### config.mk
export PLATFORM = sky130hd
export DESIGN_NAME = fhcf_cell
export DESIGN_NICKNAME = d
export VERILOG_FILES = /design/src/fhcf_pkg.sv /design/src/fhcf_cell.sv
export SDC_FILE = /design/constraint.sdc
export NUM_CORES = 1
export LEC_CHECK = 0
export ABC_AREA = 0
export BUFFER_PORTS_ARGS = -buffer_cell sky130_fd_sc_hd__buf_2
export CAP_MARGIN = 20
export CORE_MARGIN = 2
export CORE_UTILIZATION = 25
export DETAILED_ROUTE_END_ITERATION = 6
export PLACE_DENSITY = 0.55
export RECOVER_POWER = 100
export SLEW_MARGIN = 20
export SYNTH_ARGS = -nofsm -noshare
export SYNTH_HDL_FRONTEND = slang
export SYNTH_SLANG_ARGS = --single-unit
export TNS_END_PERCENT = 30
### constraint.sdc
create_clock -name i_clk -period 2.5 [get_ports i_clk]
set_input_delay 0.25 -clock i_clk [delete_from_list [all_inputs] [get_ports i_clk]]
set_output_delay 0.25 -clock i_clk [all_outputs]
set_load 0.1 [all_outputs]
### src/fhcf_pkg.sv
`default_nettype none
package fhcf_pkg;

    localparam int TAPS    = 256;
    localparam int SMP_W   = 24;
    localparam int IDX_W   = 8;
    localparam int LEN_W   = 16;
    localparam int CNT_W   = $clog2(TAPS);
    localparam int MUL_W   = 2 * SMP_W;
    localparam int ACC_W   = MUL_W + CNT_W;
    localparam int Y_W     = ACC_W - 22;
    localparam int PROD_W  = Y_W + LEN_W + 2;
    localparam int NUM_W   = Y_W + LEN_W;
    localparam int PADDR_W = 3;

    typedef enum logic [1:0] {
        FUNC_SAMPLE = 2'd0,
        FUNC_TAP    = 2'd1,
        FUNC_COMMIT = 2'd2,
        FUNC_NONE   = 2'd3
    } t_func;

    typedef enum logic [3:0] {
        S_IDLE,
        S_MAC,
        S_DRAIN,
        S_ROUND,
        S_SETTLE,
        S_MUL,
        S_DIVST,
        S_DIVW,
        S_FIN,
        S_LOAD,
        S_OUT
    } t_state;

    typedef struct packed {
        logic hist_move;
        logic bank_move;
        logic clear_hist;
        logic load_target;
        logic load_active;
    } t_cell_ctrl;

    function automatic logic signed [Y_W-1:0] round_q23(input logic signed [ACC_W-1:0] s);
        logic signed [ACC_W:0] v;
        v = (ACC_W + 1)'(s) + (ACC_W + 1)'(1 << 22);
        return $signed(v[ACC_W:23]);
    endfunction

endpackage
`default_nettype wire

### src/fhcf_cell.sv
`default_nettype none
module fhcf_cell (
    input  wire                                i_clk,
    input  wire                                i_rst_n,
    input  fhcf_pkg::t_cell_ctrl               i_ctrl,
    input  wire                                i_pend_we,
    input  wire signed [fhcf_pkg::SMP_W-1:0]   i_pend_val,
    input  wire signed [fhcf_pkg::SMP_W-1:0]   i_hist,
    input  wire signed [fhcf_pkg::SMP_W-1:0]   i_act,
    input  wire signed [fhcf_pkg::SMP_W-1:0]   i_tgt,
    output logic signed [fhcf_pkg::SMP_W-1:0]  o_hist,
    output logic signed [fhcf_pkg::SMP_W-1:0]  o_act,
    output logic signed [fhcf_pkg::SMP_W-1:0]  o_tgt
);

    logic signed [fhcf_pkg::SMP_W-1:0] r_hist;
    logic signed [fhcf_pkg::SMP_W-1:0] r_act;
    logic signed [fhcf_pkg::SMP_W-1:0] r_tgt;
    logic signed [fhcf_pkg::SMP_W-1:0] r_pend;

    always_ff @(posedge i_clk) begin
        if (!i_rst_n) begin
            r_hist <= '0;
            r_act  <= '0;
            r_tgt  <= '0;
        end else begin
            if (i_ctrl.clear_hist) begin
                r_hist <= '0;
            end else if (i_ctrl.hist_move || i_ctrl.bank_move) begin
                r_hist <= i_hist;
            end
            if (i_ctrl.bank_move) begin
                r_act <= i_act;
                r_tgt <= i_tgt;
            end else begin
                if (i_ctrl.load_target) begin
                    r_tgt <= r_pend;
                end
                if (i_ctrl.load_active) begin
                    r_act <= i_ctrl.load_target ? r_pend : r_tgt;
                end
            end
        end
    end

    always_ff @(posedge i_clk) begin
        if (i_pend_we) begin
            r_pend <= i_pend_val;
        end
    end

    assign o_hist = r_hist;
    assign o_act  = r_act;
    assign o_tgt  = r_tgt;

endmodule
`default_nettype wire

; Yosys cells after proc, flatten, opt, wreduce, memory -nomap -nowiden
; Index checks and enable logic that the tools add are counted.
; W data, S select, Z words.
[op_classes]
mux = 4
bitwise_logic = 1
n_reduce_logical = 3
[op_table]
columns = cell, count
row1 = $mux W24, 4
row2 = $reduce_bool A2 Y1, 1
row3 = $reduce_or A2 Y1, 1
row4 = $logic_or A1 B1 Y1, 1
row5 = $not A1 Y1, 1
[totals]
ff_bits = 96
elab_cells = 12
in_bits = 104
out_inout_bits = 72

; Depth between registers and ports, before layout
[logic_depth]
word_depth = 3
mapped_depth = 5
depth_no_buf = 2

; Least setup slack after synthesis
; OpenSTA, ideal clock, no wires.
[synth_path]
path_kind = reg2reg
from = reg o_hist[19] (netlist name)
to = reg r_hist, in the netlist o_hist[19]
t_required_ns = 2.430
setup_time_ns = 0.070
arrival_time_ns = 1.433
path_slack_ns = 0.997
path_stages_with_launch = 3
path_buffers = 0
period_less_slack_ns = 1.503
path_cell_list = dfxtp_1 -> or3b_1 -> a21oi_1
[synth_lines]
columns = item, line
row1 = "end signal, assigned", fhcf_cell.sv:30  ; r_hist <= i_hist;
row2 = "end, declared", fhcf_cell.sv:16  ; logic signed [fhcf_pkg::SMP_W-1:0] r_hist;

; Worst setup path after layout
[layout_path]
from = reg r_act, in the netlist o_act[22]
to = out o_act[22] (netlist name)
[layout_lines]
columns = item, line
row1 = "start, declared", fhcf_cell.sv:17  ; logic signed [fhcf_pkg::SMP_W-1:0] r_act;
row2 = "start signal, assigned", fhcf_cell.sv:33  ; r_act <= i_act;
row3 = "start signal, assigned", fhcf_cell.sv:40  ; r_act <= i_ctrl.load_target ? r_pend : r_tgt;
row4 = "end, declared", fhcf_cell.sv:12  ; output logic signed [fhcf_pkg::SMP_W-1:0] o_act,
; No word-level cell between the ends.

==> flow_summary.yaml <==
timing:
  setup_viol_count_final: 0
  grt_setup_unrepaired: "no"
  fmax_mhz: 534.9
  skew_ps: 10.36
  post-route-min-period_ps: 1870
  tns_ps: 0
  timing.final.crit_share: 0.7479
  max_slew_margin: -0.08881
  worst_slack_ps: 630.3
  hold_viol: 0
  drv_slew: 25
  tightestPinTransition_ps: 1633
synthesis:
  synth_async_sr_flop_share: 0
  synth_most_common_cell: "dfxtp_1"
  synth_area_per_cell_sq_um: 11.24
  synthCells: 353
  yosysWarnings: 0
  synth_seq_cells: 96
  synth_top_cells_by_area: "dfxtp_1 (36%), edfxtp_1 (18%), mux2i_1 (6.1%)"
  synthesis.area_sq_mm: 0.003966
  synth_edf_count: 24
  synthFlopType: "dfxtp_1"
  synth_commonest_cells: "dfxtp_1 (72), nand2b_1 (26)"
  netlist.area_leader.share: 0.3634
  syn_nets: 457
  synth_cell_types: 21
  ys_seq_area_frac: 0.5451
  synth.largest_area_cell: "dfxtp_1"
clocking:
  cts_buffers: 9
  post-cts-setup-buffers: 0
  path_clk_slew_ps: 80
  htreeDepth: 3
  cts_hold_buf: 0
  insertion_delay_ps: 350
  cts_root_buffer: "clkbuf_16"
  ctsResizeCount: 0
  clockBufferDepth: 2
  cts_tree: "done"
  cts.sinks: 96
setup_path:
  critPathMaxFanout: 2
  crit_slowest_cell: "clkbuf_1"
  crit_chain: "clkbuf_1"
  cp_num_buf_inv: 1
  cp-end-kind: "primary output"
  crit_family: "buffers and inverters"
  required_ps: 2250
  start_kind: "register"
  critPathArrivalTime_ps: 1620
  critical_path_class: "register to primary output"
  cp_slowest_stage_delay_ps: 910
placed_design:
  post-place-ws_ps: 829.4
  port_buffers: 175
  placed_area_sq_mm: 0.004982
  place_hpwl_um: 8376
  place.gp.congestion: 0.7923
  place_inst: 717
layout:
  areaGrowthSynthToFinish_pct: 29.09
  drive_gt1_frac: 0.2476
  insertedDiodeCount: 0
  fin_area_sq_mm: 0.005120
  nets: 616
  stdcell_count: 733
power_and_ir_drop:
  leakage_nw: 1.942
  p_total_mw: 4.039
  ir_drop_uv: 289.5
  power_density_mw_per_mm2: 788.9
die:
  die_w_um: 130.0
  die_y_um: 130.0
  row_count: 46
  core_area_sq_mm: 0.01571
  initial_core_util: 0.2524
  dieArea_sq_mm: 0.01689
  ios: 176
grt:
  grt_overflow_total: 0
  antenna_found_initial: 0
  grt.total_usage: 0.1427
  grt_pass1_wl_um: 18410
  grt_start_max_net_pins: 53
  grt_pass1_vias: 3487
flow_run:
  max_cap_viol_count: 1
drt:
  drtIter0Drc: 94
  ant_nets: 0
  dr.pass1.iters: 4
  vias_per_cell: 4.542
  num_vias: 3329
  drc_errors: 0
  post_drt_wl_per_cell_um: 16.20
  routed_wirelength_um: 11870
hold_path:
  hold_path.class: "primary input to register"
run_status:
  status: "finished with violations"
  violations: "max-capacitance violations, max-slew violations"
-- final cells by class --
class                      count  area (sq um)
fill                        1651         10590
sequential                    96          2162
multi-input combinational    219          1549
timing repair buffer         184         843.3
tap                          216         270.3
clock buffer                   9         225.2
clock inverter                 7         62.56
inverter                       2         7.507
-- logic make-up (layout without fill, tap and decap cells) --
group                  count (synthesis)  after routing  synth area share
and+or+nand+nor                       99             99            0.1672
buffers and inverters                 38            202           0.05237
muxes                                 24             24           0.06057
AOI/OAI and AO/OA                     96             96            0.1748
DFF                                   96             96            0.5451
-- sequential cells by signal, indices dropped and copies added (netlist names) --
register / cells
o_act: 24
r_pend: 24
o_hist: 24
o_tgt: 24
-- worst paths after layout --
path / from / to / slack (ps) / cells after the start
worst min-delay path: i_pend_val[18] / r_pend[18]$_DFFE_PP_ / 70 / 1
worst max-delay path: o_act[22]$_SDFFE_PN0P_ / o_act[22] / 630 / 1
worst max register to register: r_pend[0]$_DFFE_PP_ / o_act[0]$_SDFFE_PN0P_ / 1530 / 2
worst min register to register: o_act[2]$_SDFFE_PN0P_ / o_act[2]$_SDFFE_PN0P_ / 540 / 2
-- routing by layer --
layer  global-route usage  routed length (um)
met4              0.06262                 234
met1               0.1736                5149
met3              0.04346                 966
met5                    0                   0
met2               0.2338                5522
-- metrics by stage --
step / hold WS, ps / util
detailed placement: 428.5 / 0.3171
finish: 68.05 / 0.3258
global route: 52.57 / 0.3258
CTS: 47.21 / 0.3354
floorplan: 348.9 / -
global placement: 426.8 / 0.3171
-- layout by cell type, fill, tap and decap left out, drive strengths merged, types with 26 or more instances in the layout --
master,n
buf,108
clkbuf,85
dfxtp,72
nand2b,26
-- power by group --
group	total, mW	internal [mW]	switching [mW]	leakage (nW)
combinational	0.936	0.178	0.758	0.973
sequential	1.75	1.70	0.0487	0.830
clock	1.35	0.697	0.656	0.139
total	4.04	2.58	1.46	1.94
Note: power is estimated with default switching activity, not from simulation.
