===== config.mk =====
export PLATFORM = sky130hd
export DESIGN_NAME = fhcf_div
export DESIGN_NICKNAME = d
export VERILOG_FILES = /design/src/fhcf_pkg.sv /design/src/fhcf_div.sv
export SDC_FILE = /design/constraint.sdc
export NUM_CORES = 1
export LEC_CHECK = 0
export ABC_CLOCK_PERIOD_IN_PS = 4550
export BUFFER_PORTS_ARGS = -buffer_cell sky130_fd_sc_hd__buf_4
export CORE_AREA = 2 2 105 117
export CTS_CLUSTER_SIZE = 20
export DETAILED_ROUTE_END_ITERATION = 10
export DIE_AREA = 0 0 107 119
export RECOVER_POWER = 25
export SLEW_MARGIN = 20
export SYNTH_ARGS = -nofsm -noshare
export SYNTH_HDL_FRONTEND = slang
export SYNTH_SLANG_ARGS = --single-unit

===== constraint.sdc =====
create_clock -name i_clk -period 4.55 [get_ports i_clk]
set_input_delay 0.455 -clock i_clk [delete_from_list [all_inputs] [get_ports i_clk]]
set_output_delay 0.455 -clock i_clk [all_outputs]
set_load 0.005 [all_outputs]

===== src/fhcf_pkg.sv =====
`default_nettype none
package fhcf_pkg;

    localparam int TAPS    = 256;
    localparam int SMP_W   = 24;
    localparam int IDX_W   = 8;
    localparam int LEN_W   = 16;
    localparam int CNT_W   = $clog2(TAPS);
    localparam int MUL_W   = 2 * SMP_W;
    localparam int ACC_W   = MUL_W + CNT_W;
    localparam int Y_W     = ACC_W - 22;
    localparam int PROD_W  = Y_W + LEN_W + 2;
    localparam int NUM_W   = Y_W + LEN_W;
    localparam int PADDR_W = 3;

    typedef enum logic [1:0] {
        FUNC_SAMPLE = 2'd0,
        FUNC_TAP    = 2'd1,
        FUNC_COMMIT = 2'd2,
        FUNC_NONE   = 2'd3
    } t_func;

    typedef enum logic [3:0] {
        S_IDLE,
        S_MAC,
        S_DRAIN,
        S_ROUND,
        S_SETTLE,
        S_MUL,
        S_DIVST,
        S_DIVW,
        S_FIN,
        S_LOAD,
        S_OUT
    } t_state;

    typedef struct packed {
        logic hist_move;
        logic bank_move;
        logic clear_hist;
        logic load_target;
        logic load_active;
    } t_cell_ctrl;

    function automatic logic signed [Y_W-1:0] round_q23(input logic signed [ACC_W-1:0] s);
        logic signed [ACC_W:0] v;
        v = (ACC_W + 1)'(s) + (ACC_W + 1)'(1 << 22);
        return $signed(v[ACC_W:23]);
    endfunction

endpackage
`default_nettype wire


===== src/fhcf_div.sv =====
`default_nettype none
module fhcf_div (
    input  wire                              i_clk,
    input  wire                              i_rst_n,
    input  wire                              i_start,
    input  wire [fhcf_pkg::NUM_W-1:0]        i_num,
    input  wire [fhcf_pkg::LEN_W-1:0]        i_den,
    output logic                             o_done,
    output logic [fhcf_pkg::NUM_W-1:0]       o_quo
);

    localparam int DC_W = $clog2(fhcf_pkg::NUM_W);

    logic                          r_busy;
    logic                          r_done;
    logic [DC_W-1:0]               r_cnt;
    logic [fhcf_pkg::LEN_W-1:0]    r_rem;
    logic [fhcf_pkg::NUM_W-1:0]    r_quo;
    logic [fhcf_pkg::LEN_W-1:0]    r_den;
    logic [fhcf_pkg::LEN_W:0]      w_sh;
    logic                          w_ge;
    logic [fhcf_pkg::LEN_W:0]      w_rem;

    always_comb begin
        w_sh  = {r_rem, r_quo[fhcf_pkg::NUM_W-1]};
        w_ge  = w_sh >= {1'b0, r_den};
        w_rem = w_ge ? (w_sh - {1'b0, r_den}) : w_sh;
    end

    always_ff @(posedge i_clk) begin
        if (!i_rst_n) begin
            r_busy <= 1'b0;
            r_done <= 1'b0;
        end else begin
            r_done <= 1'b0;
            if (i_start) begin
                r_busy <= 1'b1;
            end else if (r_busy && r_cnt == DC_W'(fhcf_pkg::NUM_W - 1)) begin
                r_busy <= 1'b0;
                r_done <= 1'b1;
            end
        end
    end

    always_ff @(posedge i_clk) begin
        if (i_start) begin
            r_cnt <= '0;
            r_rem <= '0;
            r_quo <= i_num;
            r_den <= i_den;
        end else if (r_busy) begin
            r_cnt <= r_cnt + 1'b1;
            r_rem <= w_rem[fhcf_pkg::LEN_W-1:0];
            r_quo <= {r_quo[fhcf_pkg::NUM_W-2:0], w_ge};
        end
    end

    assign o_done = r_done;
    assign o_quo  = r_quo;

endmodule
`default_nettype wire


* Word level (Yosys, flattened, before mapping)
Index checks and enable logic that the tools add are counted.
Storage, ports and cells: output and inout bits 51, register bits 90, bits of input ports 69
Operators by class: reductions and logical operators 4, bitwise gates (word level) 1, multiplexer cells 6, eq/ne operators 1, add/sub/neg operators 2, order comparisons 1
Operators with widths (number):
- $mux 50 | 2
- $ge 17x16->1 | 1
- $mux 16 | 1
- $sub 16x16->16 | 1
- $add 6x1->6 const B | 1
- $eq 6x6->1 const B | 1
- $reduce_bool 2->1 | 2
- $mux 1 | 3
- $reduce_or 2->1 | 1
- $logic_and 1x1->1 | 1
- $not 1->1 | 1

* Depth between registers and ports, before layout
Gate-level depths: netlist of run 1.
depth in word-level cells 4, gate-level depth with buffers 11, mapped depth without buffers 10

* Worst setup path after synthesis of run 1
Ideal clock, no wire load.
path kind reg2reg, from register r_quo (netlist bit o_quo[49]), to register r_rem[14] (netlist bit), data required time 4.419 ns, buffers on the path 0, stages on the path, launching flop included 11, setup slack 2.084 ns, period minus slack after synthesis 2.466 ns, arrival 2.335 ns, library setup time 0.131 ns, path through edfxtp_1 inv_1 ha_1 fa_1 nor2b_1 o31a_1 nor3_1 a2bb2oi_1 mux2_2 nor4_1 nor3_1
On the way: word-level cells in the longest chain between the ends 2, elaborated cells on any way between the ends 3
Ends and longest elaborated chain:
- start: declaration | line fhcf_div.sv:18 | logic [fhcf_pkg::NUM_W-1:0] r_quo;
- start signal: assignment | line fhcf_div.sv:49 | r_quo <= i_num;
- start signal: assignment | line fhcf_div.sv:54 | r_quo <= {r_quo[fhcf_pkg::NUM_W-2:0], w_ge};
- $sub 16x16->16 or $ge 17x16->1 (tied branches) | line fhcf_div.sv:27, fhcf_div.sv:26
- $mux 16 * | line fhcf_div.sv:27 | w_rem = w_ge ? (w_sh - {1'b0, r_den}) : w_sh;
- end signal: assignment | line fhcf_div.sv:53 | r_rem <= w_rem[fhcf_pkg::LEN_W-1:0];
- end: declaration | line fhcf_div.sv:17 | logic [fhcf_pkg::LEN_W-1:0] r_rem;
Mark *: on every way between the ends. The rest lies on a longest branch, timed or not. A chain may end at the register's enable or synchronous reset.

* Worst setup path in the final report of run 1
from register r_den[1] (netlist bit), to register r_rem[7] (netlist bit)
On the way: word-level cells in the longest chain between the ends 2, elaborated cells on any way between the ends 3
Ends and longest elaborated chain:
- start: declaration | line fhcf_div.sv:19 | logic [fhcf_pkg::LEN_W-1:0] r_den;
- start signal: assignment | line fhcf_div.sv:50 | r_den <= i_den;
- $sub 16x16->16 or $ge 17x16->1 (tied branches) | line fhcf_div.sv:27, fhcf_div.sv:26
- $mux 16 * | line fhcf_div.sv:27
Marked as above.

==> run summary, run 1 <==
For the count of different cell masters after synthesis, the log shows 58. The run gives 1716 ps as the pre-CTS setup slack. The synthesized netlist occupies a cell area of 4529 sq um. After synthesis, the share of cell area in mux cells is 14.23%. Buffers added to address setup during post-CTS repair amount to 0. Detailed placement finished with a half-perimeter wire length of 7156 um.

Of all nets on the critical path, the largest fanout is 16. The logs give 567 for the net count of the finished layout and 0 for the post-cts resize count. Critical path endpoint category: a flip-flop.

The depth of the worst register-to-register path was 9. After synthesis, the share of flip-flops with an asynchronous set or reset is 0%. Summed over all nets, wire length on met2 after detailed routing comes to 4714 um. TritonCTS built the clock tree. The vias per cell came out at 5.083. In this run the core area contains 42 standard-cell rows. Critical setup path kind: flip-flop to flip-flop.

In this run the critical register-to-register path is launched from r_den[1]. The flow ran to the end, and the final reports show no timing, DRC or antenna violations. Adding up every negative setup slack in the final design gives 0 ps. The deepest clock path buffer count came out at 2. For this block, wires on met1 add up to 4169 um. For the pin count of the biggest net entering global routing, the log shows 51.

The cell total after placement is 622, and the worst hold path depth is 1. Relative to the synthesized area, the layout overhead comes to 29.48%. The startpoint kind of the worst setup timing path is a flip-flop.

Walking the worst path, the cells encountered are inv_1 -> ha_1 -> nor2b_1 -> o2111ai_1 -> and3b_1 -> o31ai_4 -> o21a_1 -> mux2i_1 -> a211oi_2. After layout, the worst setup slack is 1713 ps. The worst hold path terminates at r_den[14].

The floorplan die height is 119 um. Number of detailed-route iterations in the first pass: 4. In this run the tightest slew margin relative to its limit is 10.41%. The number of design-rule violations left by the first detailed-router iteration is 114, and the initial antenna violation count is 0. The largest individual stage delay along the critical path comes from the cell o21a_1.

The dominant combinational cell family by area after synthesis was multiplexers. For the pin with the worst max-slew slack, the measured transition is 1344 ps. Overall die area: 12730 sq um. The number of global-route vias before repair came out at 3319.

Power comes to 2.218 mW. The compound-gate portion of the synthesized area was 11.30%; the total nets after synthesis was 452. In the routed design, unresolved DRC markers number 0.

The finished cells cover 5864 sq um. Pin placement for this block handled 120 I/O pins. Setup repair after global routing left no endpoint under its margin. The root cell of the clock tree was clkbuf_16.

The setup check on the worst reg-to-reg path leaves a slack of 1710 ps. Wire segments on met3 add up to 890 um in the final route. For the count of endpoints failing setup in the final report, the log shows 0. The final critical path takes up 62.34% of the cycle.

For this run, the number of standard cells in the final layout without fillers is 638. The final route contains 3243 vias. The logs give 0 for the max-capacitance violation count and 90 for the CTS sink count. The most critical setup path has its startpoint at r_den[1].

The top cell types in the final layout, fill and taps aside, are buf_4, edfxtp_1, mux2_2. For the leakage component of the power, the log shows 2.393 nW. The register bit count reported by yosys came out at 90.

Class of the tightest hold or removal check: input port to flip-flop. The total buffers and inverters traversed by the critical path was 1. The die is 107 um wide. The number of pins with negative max-slew slack in the final report was 0; the worst endpoint data arrival time was 3010 ps. STA puts the critical path data required time at 4720 ps.

Summing the areas of all xor and xnor instances in the mapped netlist gives 2.514% of the synthesized area. The leading cell type in the layout, fill and taps excluded is buf_4. Sequential fraction of the synthesis area: 54.36%. The run gives 0 as the count of hold buffers inserted by post-cts repair. The logs give 11720 sq um for the floorplan core area and 196.7 uV for the largest voltage drop on the vdd net.

In this design, the largest share of critical-path delay is due to compound AO/OA/AOI/OAI gates. The detail route stage leaves a number of antenna-violating nets equal to 0. In this run the most critical hold path is launched from i_den[14]. Power spread over the standard cell area amounts to 378.2 nW/um^2.

Once the floorplan was initialized, standard cells occupied 38.65% of the core. The global-route wire length before repair was 16110 um; the final core area utilization was 50.04%. Highest routed metal layer: met4. The source-to-sink clock delay at the later pin of the worst-skew pair is 340 ps, and the number of I/O port buffers is 119.

TritonCTS created 9 clock buffers. Derived from the worst setup path, the maximum achievable clock frequency is 352.5 MHz. The tools report the H-tree depth reported by CTS as 3. The run gives 1050 as the fill cell total of the finished layout. At the end of routability-driven placement, the weighted congestion stood at 0.7855.

A synthesized cell averages 12.44 sq um. For this run, the number of Yosys warnings is 0. After Yosys synthesis, full adders, half adders and majority gates account for 5.414% of the synthesized area.

Final-report hold violation count: 0. The most used flip-flop cell after synthesis is edfxtp_1. After clock tree synthesis, the clock-pin slew on the worst setup and hold paths is 70 ps. 0 antenna diodes ended up in the layout. The share of post-route cells with drive strength above 1 was 40.50%; the clock period minus worst slack was 2837 ps. The largest single stage delay on the critical path is 680 ps. Summing the areas of all and, or, nand and nor instances in the mapped netlist gives 8.757% of the synthesized area. The worst-case clock skew is 7.487 ps. In this run the critical register-to-register path is captured at r_rem[7]. Final hold analysis gives a worst-case slack of 308.3 ps. For this run the aggregate overflow at the end of global routing stands at 0. The gate count of the mapped netlist was 364; the detail-routed net length per standard cell was 15.63 um. Once placement finished, the instance area stood at 5550 sq um. The count of flip-flops with a built-in enable after synthesis works out to 66. The final layout contains routed wiring with a total length of 9974 um. The tools report the global-route total usage across every layer as 16.15%.
[cell type report]
cell class                      instances  area (sq um)  share of cell area, %
Tap cell                              154         192.7                  3.286
Clock buffer                            9         225.2                  3.840
Timing Repair Buffer                  121         904.6                  15.43
Inverter                               20         76.32                  1.301
Multi-Input combinational cell        237          1912                  32.60
Clock inverter                          7         91.34                  1.558
Sequential cell                        90          2462                  41.99
[sequential cells by signal (all words and copies together), names as in the netlist]
signal and cells:
o_done 1, o_quo 50, r_busy 1, r_cnt 6, r_den 16, r_rem 16
[worst max-delay path by stage]
| stage | endpoint | slack [ps] | depth (start not counted) |
|---|---|---|---|
| 6_report | r_rem[7] | 1710 | 9 |
| 5_1_grt | r_rem[7] | 1510 | 9 |
| 4_1_cts | r_rem[14] | 1700 | 10 |
| 3_5_place_dp | r_rem[14] | 1720 | 10 |
| 3_3_place_gp | r_rem[14] | 1730 | 10 |
| 2_1_floorplan | r_rem[14] | 2080 | 10 |
[cell families after synthesis]
family,count (synthesis)
XOR/XNOR,13
AO/OA/AOI/OAI,68
AND/OR/NAND/NOR,79
adder cells (fa/ha/maj),19
buffers and inverters,37
flip-flops,90
multiplexers,58
[metal layers]
| metal | up-vias | GRT usage [%] |
|---|---|---|
| met1 | 1529 | 18.81 |
| li1 | 1594 | - |
| met4 | 0 | 8.360 |
| met2 | 107 | 25.44 |
| met5 | - | 0 |
| met3 | 13 | 6.568 |
[power breakdown]
part	leakage [nW]	internal (mW)	switching, mW
clock network	0.156	0.480	0.317
registers	0.856	0.969	0.0420
logic	1.38	0.219	0.190
total	2.39	1.67	0.549
[worst reg2reg max path, stage by stage (launching register included)]
cell	delay, ps
edfxtp_1	370
inv_1	50
ha_1	280
nor2b_1	180
o2111ai_1	150
and3b_1	280
o31ai_4	280
o21a_1	680
mux2i_1	310
a211oi_2	90
[cell usage after synthesis, types with 2 or more instances]
| master | count | share of area (%) |
|---|---|---|
| edfxtp_1 | 66 | 44 |
| mux2_2 | 51 | 13 |
| nor2_1 | 25 | 2.1 |
| dfxtp_1 | 24 | 11 |
| inv_1 | 20 | 1.7 |
| ha_1 | 18 | 5.0 |
| nand2_1 | 17 | 1.4 |
| a21oi_1 | 14 | 1.5 |
| clkbuf_1 | 13 | 1.1 |
| o21a_1 | 8 | 1.3 |
| xnor2_1 | 8 | 1.5 |
| a211oi_1 | 7 | 1.2 |
| mux2i_1 | 7 | 1.5 |
| o21ai_0 | 7 | 0.77 |
| nand4_1 | 6 | 0.83 |
| a21o_1 | 5 | 0.83 |
| nor2b_1 | 5 | 0.69 |
| nor3_1 | 5 | 0.55 |
| xor2_1 | 5 | 0.97 |
| nand2b_1 | 4 | 0.55 |
| a311oi_1 | 3 | 0.58 |
| nor3b_1 | 3 | 0.50 |
| nor4_1 | 3 | 0.41 |
| a22o_1 | 2 | 0.39 |
| buf_6 | 2 | 0.50 |
| nand3_1 | 2 | 0.22 |
| nand3b_1 | 2 | 0.33 |
| o311ai_0 | 2 | 0.39 |
(Power assumes the default switching activity.)
==> run 2: changes to the inputs <==
--- a/config.mk
+++ b/config.mk
@@ -5,7 +5,7 @@
 export SDC_FILE = /design/constraint.sdc
 export NUM_CORES = 1
 export LEC_CHECK = 0
-export ABC_CLOCK_PERIOD_IN_PS = 4550
+export ABC_CLOCK_PERIOD_IN_PS = 2400
 export BUFFER_PORTS_ARGS = -buffer_cell sky130_fd_sc_hd__buf_4
 export CORE_AREA = 2 2 105 117
 export CTS_CLUSTER_SIZE = 20
==> constraint.sdc (replaced) <==
create_clock -name i_clk -period 2.4 [get_ports i_clk]
set_input_delay 0.24 -clock i_clk [delete_from_list [all_inputs] [get_ports i_clk]]
set_output_delay 0.24 -clock i_clk [all_outputs]
set_load 0.005 [all_outputs]
==> run summary, run 2 (synthesis gave the netlist of run 1 again) <==
Transition time at the pin with the least slew margin: 544.0 ps. The critical path goes through inv_2 -> ha_4 -> nor2b_4 -> o2111ai_2 -> and3b_2 -> o31ai_4 -> buf_4 -> o21ai_4 -> buf_6 -> a32o_1 -> a31o_2. Setup repair after global routing could not meet its margin everywhere. For the worst setup path, the data required time is 2640 ps. Remaining antenna violation count after routing: 0.

The horizontal extent of the die works out to 107 um. The floorplan die height came out at 119 um. The tools report the reg2reg setup slack as 50 ps. Max-cap violations in this run came to 0.

Across the routed clock network, the largest skew measured is 6.632 ps. The post-route fraction of the period consumed by the critical path was 98.05%. The flip-flop count of the largest register after layout is 50, and the sum of net half-perimeters after detailed placement is 7537 um. In this run the critical register-to-register path is launched from r_den[1]. Of the cells placed in the final design, the portion with a size suffix greater than 1 is 46.47%. The largest driver fanout on the critical path is 5. The fraction of power spent switching nets is 24.90%.

Measured in cells, the most critical reg-to-reg path has a length of 11. The internal power of the cells totals 3.262 mW. The cell total after placement is 648. The combinational share of power is 20.8%.

Leaving out fill and tap cells, the most frequent cells in the layout are buf_4, edfxtp_1, mux2_2. The clock transition at the register clock pins on the worst setup and hold paths after CTS works out to 60 ps. The first global-routing pass estimated 17040 um of wire. In this run the deepest clock path goes through 2 buffers.

The clock network burns 34.9% of the power. The count of endpoints failing setup in the final report is 0, and the power per cell area is 698.3 nW/um^2. The startpoint kind of the worst setup timing path was a flip-flop. The worst hold path depth was 1. In this run the clock root is driven by a clkbuf_16. Summed over all nets, the switching power comes to 1.082 mW. The final-report hold violation count came out at 0. The longest individual stage delay on the worst path came out at 360 ps. The leakage component of the power is 2.544 nW, and the highest achievable clock rate is 424.9 MHz. The worst setup path is captured at a flip-flop.

The number of global-route vias before repair is 3486, and the number of detailed-route iterations in the first pass is 5. The worst-case IR drop observed on VDD is 335.2 uV. The routed layout has 3336 vias. Global routing finished with a remaining overflow of 0. Tracing the worst setup path back leads to its startpoint at r_den[1].

The clock period could shrink to 2353 ps. The tools report the pin count of the biggest net entering global routing as 61. The floorplan has 42 rows.

The logs give 0 for the count of hold buffers inserted by post-cts repair and 0 for the number of pins with negative max-slew slack in the final report. The run gives 17.30% as the global-route total usage across every layer. The library cell used most frequently in the layout, excluding fill and tap cells, is buf_4.

After detailed routing, the number of vias per cell comes to 5.024. The total clock buffers created by CTS is 9. The run gives 11720 sq um as the floorplan core area. The floorplan step defined a die boundary enclosing 12730 sq um.

Clock tree synthesis found a total of 90 sinks. The proportion of power drawn by flip-flops and latches was 44.3%; the detail-routed net length per standard cell was 15.78 um. The flow ran to the end, and the final reports show no timing, DRC or antenna violations.

The run gives 91.14 ps as the worst hold slack after final layout. In this run the critical register-to-register path is captured at r_rem[11]. In this run the worst hold path is classified as input port to flip-flop. The tools report the critical path endpoint as r_rem[11]. Cell type of the slowest stage on the worst timing path: edfxtp_1. The H-tree depth reported by CTS was 3. The net count of the finished layout was 593. Excluding fillers, the count of instances in the completed layout stands at 664. After detailed routing, the number of remaining DRC violations is 0. For this design the top-level I/O count stands at 120. Pre-CTS setup slack: 17.43 ps. Headroom to the max-slew limit came out at 63.60%.

Once the floorplan was initialized, standard cells occupied 38.65% of the core. In this run, the number of DRC markers left after iteration 0 of detailed routing was 88. Critical setup path kind: flip-flop to flip-flop.

Port buffering added 119 buffers. In this run the most critical hold path is launched from i_den[15]. The worst path meets setup with 46.77 ps of slack.

TritonCTS built the clock tree. The number of antenna diodes in the final layout is 0. In this run the post-CTS setup repair buffer count came out at 0.

The congestion estimate from routability-driven global placement came to 0.8643. The later pin in the worst-skew pair is clocked with a latency of 340 ps. The logs give 0 for the initial antenna violation count and 2590 ps for the worst endpoint data arrival time. The final wirelength is 10480 um, and the signed area change from the synthesized netlist to the final layout is 37.35%.
run 2: cell count changes in the layout (fill, tap and decap cells not counted), moves of 2 or more:
cell and change:
clkbuf_1 +2, nor4_1 -3, ha_1 -5, ha_4 +4, mux2_2 -2, inv_1 -2
inv_2 +3, buf_12 +2, buf_6 +2, buf_4 +23, clkinv_2 -4, nor4_2 +3
run 2: critical path: cells and delay by family (launching register included):
kind                       cells  cell delay, ps
adders and majority gates      1             260
AOI/OAI and AO/OA              5             880
DFF                            1             360
buffers and inverters          3             350
and+or+nand+nor                2             410
run 2: worst min path at each step:
stage,endpoint,slack [ps]
floorplan,r_den[0],340
global placement,r_den[4],420
detailed placement,r_den[11],420
CTS,r_den[15],50
global route,r_den[15],80
finish,r_den[15],90
run 2: repair_timing:
action,in CTS,in global routing
setup endpoints to repair,1,16
pin swaps,0,18
resized for setup,4,24
run 2: final cells by class:
type / count / area [sq um]
Timing Repair Buffer: 147 / 1136
Multi-Input combinational cell: 237 / 2041
Clock buffer: 12 / 236.5
Inverter: 20 / 75.07
Clock inverter: 4 / 77.57
Sequential cell: 90 / 2462
Fill cell: 1023 / 5498
Tap cell: 154 / 192.7
run 2: metrics by stage:
stage / total power, mW / instance area [sq um] / utilization [%] / TNS, ps
after floorplan: 2.404 / 4536 / - / 0
after global placement: 2.800 / 5777 / 49.30 / 0
after detailed placement: 2.811 / 5777 / 49.30 / 0
after CTS: 4.356 / 6105 / 52.09 / 0
after global routing: 4.550 / 6221 / 53.09 / -328.1
final: 4.344 / 6221 / 53.09 / 0
run 2: per-layer routing:
| metal | global-route usage, % | up-vias | share of wire (%) |
|---|---|---|---|
| met5 | 0 | - | 0 |
| met4 | 8.360 | 0 | 2.4 |
| li1 | - | 1644 | - |
| met2 | 27.19 | 107 | 46 |
| met3 | 7.334 | 16 | 9.7 |
| met1 | 20.30 | 1569 | 42 |
run 2: power by group through the flow:
stage | sequential [mW] | combinational [mW] | clock, mW
6_report | 1.92 | 0.904 | 1.52
5_1_grt | 1.94 | 0.997 | 1.61
4_1_cts | 1.92 | 0.871 | 1.56
3_5_place_dp | 1.95 | 0.863 | 0
3_3_place_gp | 1.95 | 0.851 | 0
2_1_floorplan | 1.94 | 0.464 | 0
==> run 3: changes to the inputs <==
--- a/config.mk
+++ b/config.mk
@@ -12,6 +12,7 @@
 export DETAILED_ROUTE_END_ITERATION = 10
 export DIE_AREA = 0 0 107 119
 export RECOVER_POWER = 25
+export SETUP_SLACK_MARGIN = 0.2
 export SLEW_MARGIN = 20
 export SYNTH_ARGS = -nofsm -noshare
 export SYNTH_HDL_FRONTEND = slang
==> run summary, run 3 (synthesis gave the netlist of run 1 again) <==
The worst setup path is captured at a flip-flop. For this run, the post-layout net count is 601. The vias per cell works out to 5.098.

TritonCTS built the clock tree. The run gives 120 as the number of ports placed on the die boundary. The count of hold buffers inserted by post-cts repair is 0, and the total via count in the routed design is 3426.

The run gives 11720 sq um as the floorplan core area. Largest driver fanout on the critical path: 3. The run gives 0 as the count of endpoints failing setup in the final report. The floorplan step defined a die boundary enclosing 12730 sq um. The first TritonRoute pass finished after 4 iterations. The global-route wire length before repair is 17640 um, and the final weighted congestion of routability-driven global placement is 0.8711. The final-report hold violation count was 0.

The depth of the worst register-to-register path is 9. After detailed routing, the total wire length is 10890 um. The number of pins with negative max-slew slack in the final report is 0, and the final core area utilization is 53.60%. Counting the buffers created by CTS gives 9. The routed length on met1 was 4398 um; the detail-routed net length per standard cell was 16.21 um.

For this run, the number of standard cells in the final layout without fillers is 672. Counting tap cells, the placed design contains a total of 639 instances. For this design the static power due to leakage is 2.571 nW.

The required time of the critical path came out at 2610 ps. For this design the ratio of total power to cell area is 667.1 nW/um^2. The wire length on met3 came out at 1010 um. From left edge to right edge, the die measures 107 um.

The flip-flop count of the largest register after layout works out to 50. Clock skew on the completed layout was measured at 6.012 ps. The run gives 2 as the deepest clock path buffer count. The number of global-route vias before repair came out at 3567.

In the routed design, unresolved DRC markers number 0. The remaining antenna violation count after routing is 0, and the headroom to the max-slew limit is 54.95%. The tool flagged a number of max-cap violations equal to 0. The share of post-route cells with drive strength above 1 is 49.42%, and the largest voltage drop on the vdd net is 375.0 uV. The repair_antennas step left the layout with diodes totalling 0. The logs give 42 for the row count and 7715 um for the sum of net half-perimeters after detailed placement. The top cell types in the final layout, fill and taps aside, are buf_4, edfxtp_1, mux2_2.

The CTS sink count is 90, and the worst endpoint data arrival time is 2560 ps. The logs give 340 ps for the source-to-sink clock delay at the later pin of the worst-skew pair and 5291 um for the met2 wirelength from detailed routing. The worst hold path depth is 1, and the clock transition at the register clock pins on the worst setup and hold paths after CTS is 60 ps. The initial antenna violation count is 0. Measured along the y axis, the die boundary spans 119 um.

For the pin with the worst max-slew slack, the measured transition is 674.4 ps. H-tree depth reported by CTS: 3. The run gives 38.65% as the starting utilization of the core area.

Entering global routing, the biggest net connects 51 pins. Port buffering added 119 buffers. STA classifies the critical path startpoint as a flip-flop. Subtracting the final worst setup slack from the clock period gives 2355 ps. The highest layer touched by signal routing is met4. The critical setup path kind was flip-flop to flip-flop.

The post-route fraction of the period consumed by the critical path was 98.13%. For this run the aggregate overflow at the end of global routing stands at 0. The flow ran to the end, and the final reports show no timing, DRC or antenna violations.

For this run, the top clock speed supported by timing is 424.6 MHz. Setup repair after global routing could not meet its margin everywhere. For the global-route total usage across every layer, the log shows 17.68%. Compared with the post-synthesis result, the final layout area differs by 38.67%.

The worst hold path belongs to the class input port to flip-flop. Root cell of the clock tree: clkbuf_16. The library cell used most frequently in the layout, excluding fill and tap cells, is buf_4. After the first detailed-routing iteration, the DRC count stood at 105.
==> run 3: changes by cell type in the layout (fill, tap and decap cells not counted), moves of 2 or more <==
cell	delta
bufinv_16	-2
mux2_2	+2
nor4_1	+2
buf_4	+5
nor4_2	-3
buf_6	+5
buf_12	-2
==> run 3: power breakdown <==
part           leakage, nW  total [mW]  switching, mW  internal, mW
registers            0.856        1.92         0.0822          1.84
clock network        0.131        1.31          0.599         0.710
logic                 1.58       0.962          0.429         0.533
==> run 3: metrics by stage <==
stage / area (sq um) / hold WS (ps) / worst slack, ps / total power [mW] / TNS, ps
floorplan: 4559 / 338.9 / 148.4 / 2.413 / 0
detailed placement: 5708 / 419.6 / 12.88 / 2.790 / 0
global placement: 5708 / 419.1 / 64.17 / 2.777 / 0
global route: 6281 / 82.94 / -56.02 / 4.408 / -178.7
finish: 6281 / 93.60 / 44.87 / 4.190 / 0
CTS: 6148 / 62.05 / 64.02 / 4.180 / 0
==> run 3: critical path: stages (launching register included) <==
cell	delay (ps)
edfxtp_1	420
ha_4	200
fa_2	380
nor2b_2	140
o31a_1	240
nor3_2	60
a2bb2oi_2	180
mux2_2	350
nor4_1	170
nor3_1	80
==> run 3: path summary, 6_finish.rpt <==
check / from / to / slack, ps
max: r_den[0] / r_rem[14] / 40
min: i_den[4] / r_den[4] / 90
max reg2reg: r_den[0] / r_rem[14] / 40
min reg2reg: r_cnt[5] / o_done / 490
==> run 3: layer usage <==
metal,GRT usage [%],vias up
li1,-,1655
met1,20.96,1644
met2,28.46,110
met3,8.155,17
met4,5.682,0
met5,0,-
==> run 3: what timing repair did <==
item | 4_1_cts | 5_1_grt
resized for setup | 18 | 21
setup buffers | 13 | 4
endpoints found under the hold margin | 0 | 0
setup endpoints to repair | 17 | 17
pin swaps | 10 | 24
==> run 3: final cells by class <==
cell class	instances	area, sq um
fillers	1034	5438
flip-flops and latches	90	2462
multi-input cells	237	2090
repair buffers	155	1190
clock buffers	11	232.7
well taps	154	192.7
inverters	20	75.07
clock inverters	5	38.79
